===== config.mk =====
export PLATFORM = sky130hd
export DESIGN_NAME = annexb_nal_boundary_scanner
export DESIGN_NICKNAME = d
export VERILOG_FILES = /design/src/rtl/anbs_pkg.sv /design/src/rtl/annexb_nal_boundary_scanner.sv
export SDC_FILE = /design/constraint.sdc
export NUM_CORES = 1
export LEC_CHECK = 0
export BUFFER_PORTS_ARGS = -buffer_cell sky130_fd_sc_hd__clkbuf_2
export CAP_MARGIN = 10
export CORE_ASPECT_RATIO = 0.7
export CORE_UTILIZATION = 57
export DETAILED_ROUTE_END_ITERATION = 12
export PLACE_DENSITY_LB_ADDON = 0.08
export SLEW_MARGIN = 20
export SYNTH_ARGS = -nofsm -noshare
export SYNTH_HDL_FRONTEND = slang
export SYNTH_SLANG_ARGS = --single-unit

===== constraint.sdc =====
create_clock -name clk -period 3.93 [get_ports clk]
set_input_delay 0.5895 -clock clk [delete_from_list [all_inputs] [get_ports clk]]
set_output_delay 0.5895 -clock clk [all_outputs]
set_load 0.01 [all_outputs]

===== src/rtl/anbs_pkg.sv =====
// Shared types and constants for the Annex B NAL boundary scanner.
package anbs_pkg;

    typedef enum logic [1:0] {
        PH_EXPECT  = 2'd0,
        PH_PAYLOAD = 2'd1,
        PH_DROP    = 2'd2
    } phase_t;

    localparam logic [4:0] KIND_MASK   = 5'h1F;
    localparam logic [3:0] KIND_EOS    = 4'd11;
    localparam logic [3:0] KIND_MAX    = 4'd12;
    localparam logic [3:0] KIND_NONE   = 4'd0;

    localparam logic [1:0] STATUS_OK     = 2'd0;
    localparam logic [1:0] STATUS_NO_SC  = 2'd1;
    localparam logic [1:0] STATUS_EOS    = 2'd2;

    localparam logic [2:0] PREFIX_NONE = 3'd0;
    localparam logic [2:0] PREFIX_3    = 3'd3;
    localparam logic [2:0] PREFIX_4    = 3'd4;

    localparam logic [1:0] ZRUN_MAX    = 2'd3;

    localparam int FIFO_DEPTH = 4;
    localparam int FIFO_AW    = $clog2(FIFO_DEPTH);
    localparam int FIFO_CW    = $clog2(FIFO_DEPTH + 1);

    typedef struct packed {
        logic [31:0] nal_offset;
        logic [31:0] payload_len;
        logic [2:0]  prefix_bytes;
        logic [3:0]  nal_kind;
        logic [1:0]  status;
        logic        final_record;
    } rec_t;

endpackage


===== src/rtl/annexb_nal_boundary_scanner.sv =====
// Annex B start code scanner: one byte per beat in, one NAL unit record per beat out.
// Results go through the input register and the result queue. Throughput: one byte
// per cycle; the input register hands a byte to the scan logic whenever the 4-entry
// result queue has room for two records. A byte that both closes a NAL unit and ends
// the buffer yields two records, drained one per cycle while the master is ready.
// Reset clears the scan state and the queue; the block is ready at once.
module annexb_nal_boundary_scanner
    import anbs_pkg::*;
(
    input  logic        clk,
    input  logic        rst_n,
    input  logic        s_axis_tvalid,
    output logic        s_axis_tready,
    input  logic [7:0]  s_axis_tdata,   // [7:0] byte_value
    input  logic        s_axis_tlast,   // end_of_buffer
    output logic        m_axis_tvalid,
    input  logic        m_axis_tready,
    output logic [71:0] m_axis_tdata,   // [31:0] nal_offset, [63:32] payload length,
                                        // [66:64] prefix_bytes, [71:67] zero
    output logic [5:0]  m_axis_tuser,   // [3:0] nal_kind, [5:4] status
    output logic        m_axis_tlast    // final_record
);

    // input register
    logic       in_valid_reg;
    logic [7:0] in_byte_reg;
    logic       in_last_reg;

    // scan state
    phase_t      phase_reg, phase_next;
    logic [1:0]  zrun_reg, zrun_next;
    logic [31:0] pos_reg, pos_next;
    logic [31:0] pstart_reg, pstart_next;
    logic [2:0]  cprefix_reg, cprefix_next;
    logic [3:0]  ckind_reg, ckind_next;
    logic        kseen_reg, kseen_next;

    // result queue
    rec_t               fifo_reg [FIFO_DEPTH];
    logic [FIFO_AW-1:0] wr_ptr_reg, rd_ptr_reg;
    logic [FIFO_CW-1:0] count_reg;

    logic proceed;
    logic room;
    logic pop;
    rec_t rec0, rec1;
    logic rec0_valid, rec1_valid;

    logic       is_zero, is_one, sc_hit;
    logic [4:0] kfield;
    logic [3:0] kind_byte;
    logic       first_byte;
    logic [3:0] kind_eff;
    logic       eos_hit;
    logic [2:0] pre_new;
    logic [31:0] pos_inc;
    logic [31:0] back_off;

    assign room          = (count_reg <= FIFO_CW'(FIFO_DEPTH - 2));
    assign proceed       = in_valid_reg && room;
    assign s_axis_tready = !in_valid_reg || room;
    assign pop           = m_axis_tvalid && m_axis_tready;

    always_ff @(posedge clk or negedge rst_n)
    begin
        if (!rst_n)
        begin
            in_valid_reg <= 1'b0;
        end
        else if (s_axis_tready)
        begin
            in_valid_reg <= s_axis_tvalid;
        end
    end

    always_ff @(posedge clk)
    begin
        if (s_axis_tready && s_axis_tvalid)
        begin
            in_byte_reg <= s_axis_tdata;
            in_last_reg <= s_axis_tlast;
        end
    end

    // byte decode
    assign is_zero    = (in_byte_reg == 8'h00);
    assign is_one     = (in_byte_reg == 8'h01);
    assign sc_hit     = is_one && (zrun_reg >= 2'd2);
    assign kfield     = in_byte_reg[4:0] & KIND_MASK;
    assign kind_byte  = (kfield >= 5'd1 && kfield <= {1'b0, KIND_MAX}) ? kfield[3:0]
                                                                         : KIND_NONE;
    assign first_byte = !kseen_reg;
    assign kind_eff   = first_byte ? kind_byte : ckind_reg;
    assign eos_hit    = first_byte && (kind_byte == KIND_EOS);
    assign pre_new    = (zrun_reg == ZRUN_MAX) ? PREFIX_4 : PREFIX_3;
    assign pos_inc    = pos_reg + 32'd1;
    assign back_off   = {29'd0, pre_new} - 32'd1;

    // next phase
    always_comb
    begin
        phase_next = phase_reg;
        if (in_last_reg)
        begin
            phase_next = PH_EXPECT;
        end
        else
        begin
            unique case (phase_reg)
                PH_EXPECT:
                begin
                    if (is_zero && zrun_reg < ZRUN_MAX)
                        phase_next = PH_EXPECT;
                    else if (sc_hit)
                        phase_next = PH_PAYLOAD;
                    else
                        phase_next = PH_DROP;
                end
                PH_PAYLOAD:
                begin
                    if (eos_hit)
                        phase_next = PH_DROP;
                end
                PH_DROP:
                begin
                    phase_next = PH_DROP;
                end
                default:
                begin
                    phase_next = PH_EXPECT;
                end
            endcase
        end
    end

    // records and data state
    always_comb
    begin
        zrun_next    = zrun_reg;
        pstart_next  = pstart_reg;
        cprefix_next = cprefix_reg;
        ckind_next   = ckind_reg;
        kseen_next   = kseen_reg;
        pos_next     = pos_inc;
        rec0_valid   = 1'b0;
        rec1_valid   = 1'b0;
        rec0         = '{32'd0, 32'd0, PREFIX_NONE, KIND_NONE, STATUS_NO_SC, 1'b1};
        rec1         = '{pos_inc, 32'd0, pre_new, KIND_NONE, STATUS_OK, 1'b1};

        unique case (phase_reg)
            PH_EXPECT:
            begin
                if (is_zero && zrun_reg < ZRUN_MAX)
                begin
                    zrun_next  = zrun_reg + 2'd1;
                    rec0_valid = in_last_reg;
                end
                else if (sc_hit)
                begin
                    cprefix_next = {1'b0, zrun_reg} + 3'd1;
                    pstart_next  = pos_inc;
                    zrun_next    = 2'd0;
                    kseen_next   = 1'b0;
                    ckind_next   = KIND_NONE;
                    rec0_valid   = in_last_reg;
                    rec0         = '{pos_inc, 32'd0, {1'b0, zrun_reg} + 3'd1,
                                     KIND_NONE, STATUS_OK, 1'b1};
                end
                else
                begin
                    rec0_valid = 1'b1;
                end
            end
            PH_PAYLOAD:
            begin
                if (first_byte)
                begin
                    kseen_next = 1'b1;
                    ckind_next = kind_byte;
                end
                if (eos_hit)
                begin
                    rec0_valid = 1'b1;
                    rec0       = '{pstart_reg, 32'd0, cprefix_reg, KIND_EOS, STATUS_EOS, 1'b1};
                end
                else if (sc_hit)
                begin
                    // close the current unit, open the next after this 01
                    rec0_valid   = 1'b1;
                    rec0         = '{pstart_reg, pos_reg - back_off - pstart_reg, cprefix_reg,
                                     kind_eff, STATUS_OK, 1'b0};
                    rec1_valid   = in_last_reg;
                    pstart_next  = pos_inc;
                    cprefix_next = pre_new;
                    ckind_next   = KIND_NONE;
                    kseen_next   = 1'b0;
                    zrun_next    = 2'd0;
                end
                else
                begin
                    if (is_zero)
                        zrun_next = (zrun_reg < ZRUN_MAX) ? zrun_reg + 2'd1 : ZRUN_MAX;
                    else
                        zrun_next = 2'd0;
                    rec0_valid = in_last_reg;
                    rec0       = '{pstart_reg, pos_inc - pstart_reg, cprefix_reg,
                                   kind_eff, STATUS_OK, 1'b1};
                end
            end
            PH_DROP:
            begin
                rec0_valid = 1'b0;
            end
            default:
            begin
                rec0_valid = 1'b0;
            end
        endcase

        if (in_last_reg)
        begin
            zrun_next    = 2'd0;
            pos_next     = 32'd0;
            pstart_next  = 32'd0;
            cprefix_next = PREFIX_NONE;
            ckind_next   = KIND_NONE;
            kseen_next   = 1'b0;
        end
    end

    always_ff @(posedge clk or negedge rst_n)
    begin
        if (!rst_n)
        begin
            phase_reg   <= PH_EXPECT;
            zrun_reg    <= 2'd0;
            pos_reg     <= 32'd0;
            pstart_reg  <= 32'd0;
            cprefix_reg <= PREFIX_NONE;
            ckind_reg   <= KIND_NONE;
            kseen_reg   <= 1'b0;
        end
        else if (proceed)
        begin
            phase_reg   <= phase_next;
            zrun_reg    <= zrun_next;
            pos_reg     <= pos_next;
            pstart_reg  <= pstart_next;
            cprefix_reg <= cprefix_next;
            ckind_reg   <= ckind_next;
            kseen_reg   <= kseen_next;
        end
    end

    // result queue
    logic              push0, push1;
    logic [FIFO_AW-1:0] wr_ptr_p1;

    assign push0     = proceed && rec0_valid;
    assign push1     = proceed && rec0_valid && rec1_valid;
    assign wr_ptr_p1 = wr_ptr_reg + FIFO_AW'(1);

    always_ff @(posedge clk)
    begin
        if (push0)
            fifo_reg[wr_ptr_reg] <= rec0;
        if (push1)
            fifo_reg[wr_ptr_p1] <= rec1;
    end

    always_ff @(posedge clk or negedge rst_n)
    begin
        if (!rst_n)
        begin
            wr_ptr_reg <= '0;
            rd_ptr_reg <= '0;
            count_reg  <= '0;
        end
        else
        begin
            wr_ptr_reg <= wr_ptr_reg + FIFO_AW'(push0) + FIFO_AW'(push1);
            rd_ptr_reg <= rd_ptr_reg + FIFO_AW'(pop);
            count_reg  <= count_reg + FIFO_CW'(push0) + FIFO_CW'(push1) - FIFO_CW'(pop);
        end
    end

    rec_t head;
    assign head          = fifo_reg[rd_ptr_reg];
    assign m_axis_tvalid = (count_reg != '0);
    assign m_axis_tdata  = {5'd0, head.prefix_bytes, head.payload_len, head.nal_offset};
    assign m_axis_tuser  = {head.status, head.nal_kind};
    assign m_axis_tlast  = head.final_record;

    // checks
    a_count_bound: assert property (@(posedge clk) disable iff (!rst_n)
        count_reg <= FIFO_CW'(FIFO_DEPTH))
        else $error("result queue overflow");

    a_err_is_final: assert property (@(posedge clk) disable iff (!rst_n)
        m_axis_tvalid && (m_axis_tuser[5:4] != STATUS_OK) |-> m_axis_tlast)
        else $error("error record not marked final");

    a_last_rewinds: assert property (@(posedge clk) disable iff (!rst_n)
        proceed && in_last_reg |=> (phase_reg == PH_EXPECT) && (pos_reg == 32'd0))
        else $error("scan state not rewound after buffer end");

    a_pair_needs_room: assert property (@(posedge clk) disable iff (!rst_n)
        push1 |-> count_reg <= FIFO_CW'(FIFO_DEPTH - 2))
        else $error("two records pushed without room");

endmodule

==> results by stage <==
Power:
- For this design the static power due to leakage is 10.42 nW.
- The internal portion of the total power is 0.009815 W.
- For this design the ratio of total power to cell area is 604.4 nW/µm².
- The combinational share of power is 0.423.
- Of the total power, the share spent switching nets is 0.3769.
- The design draws 0.01575 W.
- In this run the power spent charging and discharging nets is 0.005936 W.
- The maximum vdd drop is 0.5530 mV.
- The share of total power dissipated in sequential elements is 0.322.
- Of the total power, the clock network draws 0.255.

Job:
- Max-cap violations in this run came to 0.

Clock tree:
- No sink is reached through more buffers than the 3 on the longest clock path.
- For the worst-skew pair, the clock arrives at the later sink with an insertion delay of 0.56 ns.
- The clock tree from TritonCTS is done.
- The H-tree depth is 2.
- In this run, CTS created clock tree buffers numbering 39.
- The root buffer selected by CTS is sky130_fd_sc_hd__clkbuf_16.
- The clock transition at the register clock pins on the worst setup and hold paths after CTS is 0.07 ns.
- The total number of clock tree sinks is 389.

Drt:
- The remaining design rule violation count is 0.
- After detailed routing, the number of vias per cell comes to 6.401.
- The total wire length is about 69,000 µm.
- The number of vias after detailed routing is 18,900.
- The detailed router finished its first iteration with 2,132 violations.
- The iteration count of the initial detailed-routing pass is 5.
- After detailed routing, the average wire length per cell comes to 23.34 µm.
- The post-route antenna net violation count is 0.

Status:
- The checks that failed: negative setup slack.
- The run finished, with violations left.

Synth:
- In the synthesized netlist, the number of instances is ~2,300.
- The commonest register cell after synthesis is sky130_fd_sc_hd__dfxtp_1.
- The share of synthesized area in the top cell type comes to 0.2039.
- sky130_fd_sc_hd__edfxtp_1 takes more of the synthesized area than any other cell.
- In the synthesized netlist, the cells that appear most often are 216 x sky130_fd_sc_hd__o21ai_0, 206 x sky130_fd_sc_hd__nand2_1, 180 x sky130_fd_sc_hd__inv_1, 172 x sky130_fd_sc_hd__nand3_1, 156 x sky130_fd_sc_hd__dfxtp_1.
- The post-synthesis instance area is 21,940 µm².
- Dividing the synthesized area by the synthesized cell count gives approximately 10 µm².
- The number of warnings reported in the yosys synthesis log is 0.
- For this run, the register share of the synthesized area comes to 0.4421.
- In the post-synthesis netlist, the biggest area contributors are sky130_fd_sc_hd__edfxtp_1 20%, sky130_fd_sc_hd__dfxtp_1 14%, sky130_fd_sc_hd__dfrtp_1 9.6%.
- The number of flip-flops and latches in the synthesized netlist is 389.
- After synthesis, the share of flip-flops with an asynchronous set or reset is 0.2159.
- The most common cell in the synthesized netlist is sky130_fd_sc_hd__o21ai_0.
- After synthesis, the netlist uses 93 different library cells.
- The number of flops mapped to enable cells by yosys is around 150.

Timing:
- The worst path setup slack after routing is -0.03528 ns.
- The sum of negative setup slack is -0.06069 ns.
- Derived from the worst setup path, the maximum achievable clock frequency is roughly 250 MHz.
- Setup repair after global routing could not meet its margin everywhere.
- Headroom to the max-slew limit came out at 0.3854.
- The final number of max-transition violations is 0.
- Dividing the final minimum period by the clock period gives 1.009.
- The final hold violation count came to 0.
- The clock period minus worst slack is 3.965 ns.
- At the pin with the least slew margin, the transition time is between 0.9 and 1 ns.
- The final setup violation count is 2.
- Clock skew on the completed layout was measured at 0.02237 ns.

Worst setup path:
- Walking the worst path, the cells encountered are ha_4 -> nand3_4 -> nor3_4 -> and3_4 -> and2_4 -> nand3_4 -> nor3_4 -> xnor2_2 -> inv_2 -> ha_4 -> a21oi_4 -> o21bai_1 -> a21oi_2 -> nor4b_4 -> nor3_2 -> o31ai_2 -> xnor2_1 -> a211oi_2 -> o21ai_1.
- In this design, the stage delay of the slowest critical-path cell is 0.41 ns.
- STA classifies the critical path startpoint as a register.
- The required time at the worst-slack endpoint is 4.36 ns.
- The endpoint kind of the worst setup timing path is a register.
- The setup slack on the worst flop-to-flop path is -0.04 ns.
- Of all nets on the critical path, the largest fanout is 6.
- The critical path is of the reg -> reg type.
- The critical-path cell with the highest stage delay is sky130_fd_sc_hd__dfrtp_1.
- At the worst endpoint, the arrival time is ~4.4 ns.

Placed design:
- The routability congestion estimate from global placement is 1.023.
- The port buffer count is 88.
- The half-perimeter wire length after placement is between 40,000 and 50,000 µm.
- At the placement stage, the worst setup path has a slack of -0.1079 ns.

Global route:
- The via count of the first global-routing pass is 18,520.
- Entering global routing, the biggest net connects between 100 and 150 pins.
- The final global-route overflow total is 0.
- For this run, the total global-route usage over all layers was measured as 0.3516.
- The number of antenna violations at the first check in global routing is 0.
- The first global-routing pass estimated 106,700 µm of wire.

Floorplan:
- The initialized floorplan defines 59 standard-cell rows.
- For this configuration, the core starts out at a cell density of 0.5851.
- The die is 236.5 µm wide.
- The placeable core region is 37,500 µm².
- 94 I/O pins were placed.
- The vertical extent of the die is around 170 µm.
- The die covers approximately 39,000 µm².

Layout:
- After filler insertion, the fill cell instance count of the layout stands at 2,883.
- The fraction of final layout cells with drive strength greater than 1 is 0.2369.
- The post-synthesis to final-layout area growth is 18.77%.
- The repair_antennas step left the layout with diodes totalling 0.
- For this run, the share of the core covered by cells in the final layout is 0.6949.
- The register with the most flip-flops in the layout has 296 of them.
- After the last flow step, the layout net total stands at between 2,000 and 3,000.

Worst hold path:
- The path class of the tightest hold or removal check is in -> async.
==> final timing paths <==
check | startpoint | to | cells after the start
worst max-delay path | pos_reg[0] | fifo_reg[1][41] | 19
min in group clk | s_axis_tdata[6] | in_byte_reg[6] | 1
max in group asynchronous | rst_n | pos_reg[14] | 2
worst min-delay path | rst_n | pstart_reg[16] | 1
worst max register to register | pos_reg[0] | fifo_reg[1][41] | 19
worst min register to register | fifo_reg[2][36] | fifo_reg[2][36] | 2
==> power groups by stage <==
stage               sequential, W  clock (W)  combinational, W
detailed placement        0.00514          0           0.00620
floorplan                 0.00497          0           0.00428
CTS                       0.00506    0.00403           0.00631
finish                    0.00507    0.00401           0.00666
global placement          0.00511          0           0.00618
global route              0.00512    0.00420           0.00711
==> metrics by stage <==
step | cells | hold WS, ns | instance area (µm²)
global route | 2953 | 0.2100 | 26060
finish | 2953 | 0.1790 | 26060
detailed placement | 2871 | 0.4355 | 23950
CTS | 2946 | 0.1888 | 25480
global placement | 2871 | 0.4321 | 23950
floorplan | 2261 | 0.2939 | 22010
==> logic make-up (layout without fill, tap and decap cells) <==
family,Yosys count,after routing,synth area share
multiplexers,82,82,0.07966
XOR/XNOR,80,80,0.03262
AO/OA/AOI/OAI,652,652,0.1849
other,1,5,0.0001709
flip-flops,389,389,0.4421
buffers and inverters,339,543,0.06182
AND/OR/NAND/NOR,605,605,0.1353
adder cells (fa/ha/maj),109,109,0.06353
==> placed cells by master (no fill, tap or decap), drive strengths merged, types with 90 or more instances in the layout <==
cell type	Yosys	routed
ha	105	105
o22ai	124	124
o21ai	233	233
clkbuf	96	140
edfxtp	149	149
dfxtp	156	156
nor2	90	90
nand3	175	175
inv	182	187
nand2	208	208
buf	59	201
==> layout make-up <==
cell class,instances,area (µm²),area share
Clock inverter,18,244.0,0.009362
Clock buffer,53,1121,0.04302
Sequential cell,389,9708,0.3725
Inverter,184,690.7,0.02650
Multi-Input combinational cell,1533,11620,0.4458
Timing Repair Buffer,288,2067,0.07932
Tap cell,488,610.6,0.02343
==> timing repair <==
item	4_1_cts	5_1_grt
gates resized for setup	27	131
setup buffers	4	13
hold buffers	0	0
pin swaps	12	50
endpoints found under the setup margin	31	62
==> per-layer routing <==
metal / GRT usage / wire length (µm) / up-vias
met5: 0 / 0 / -
met4: 0.08442 / 1336 / 0
met3: 0.08993 / 7488 / 99
met2: 0.5343 / 30640 / 926
met1: 0.5039 / 29450 / 9233
li1: - / - / 8644
==> critical path, delay by kind of cell (launching register included) <==
family / cells / cell delay [ns]
AND/OR/NAND/NOR: 8 / 1.52
AO/OA/AOI/OAI: 6 / 1.06
adder cells (fa/ha/maj): 2 / 0.42
flip-flops: 1 / 0.41
XOR/XNOR: 2 / 0.33
buffers and inverters: 1 / 0.07
Note: power is estimated with default switching activity, not from simulation.
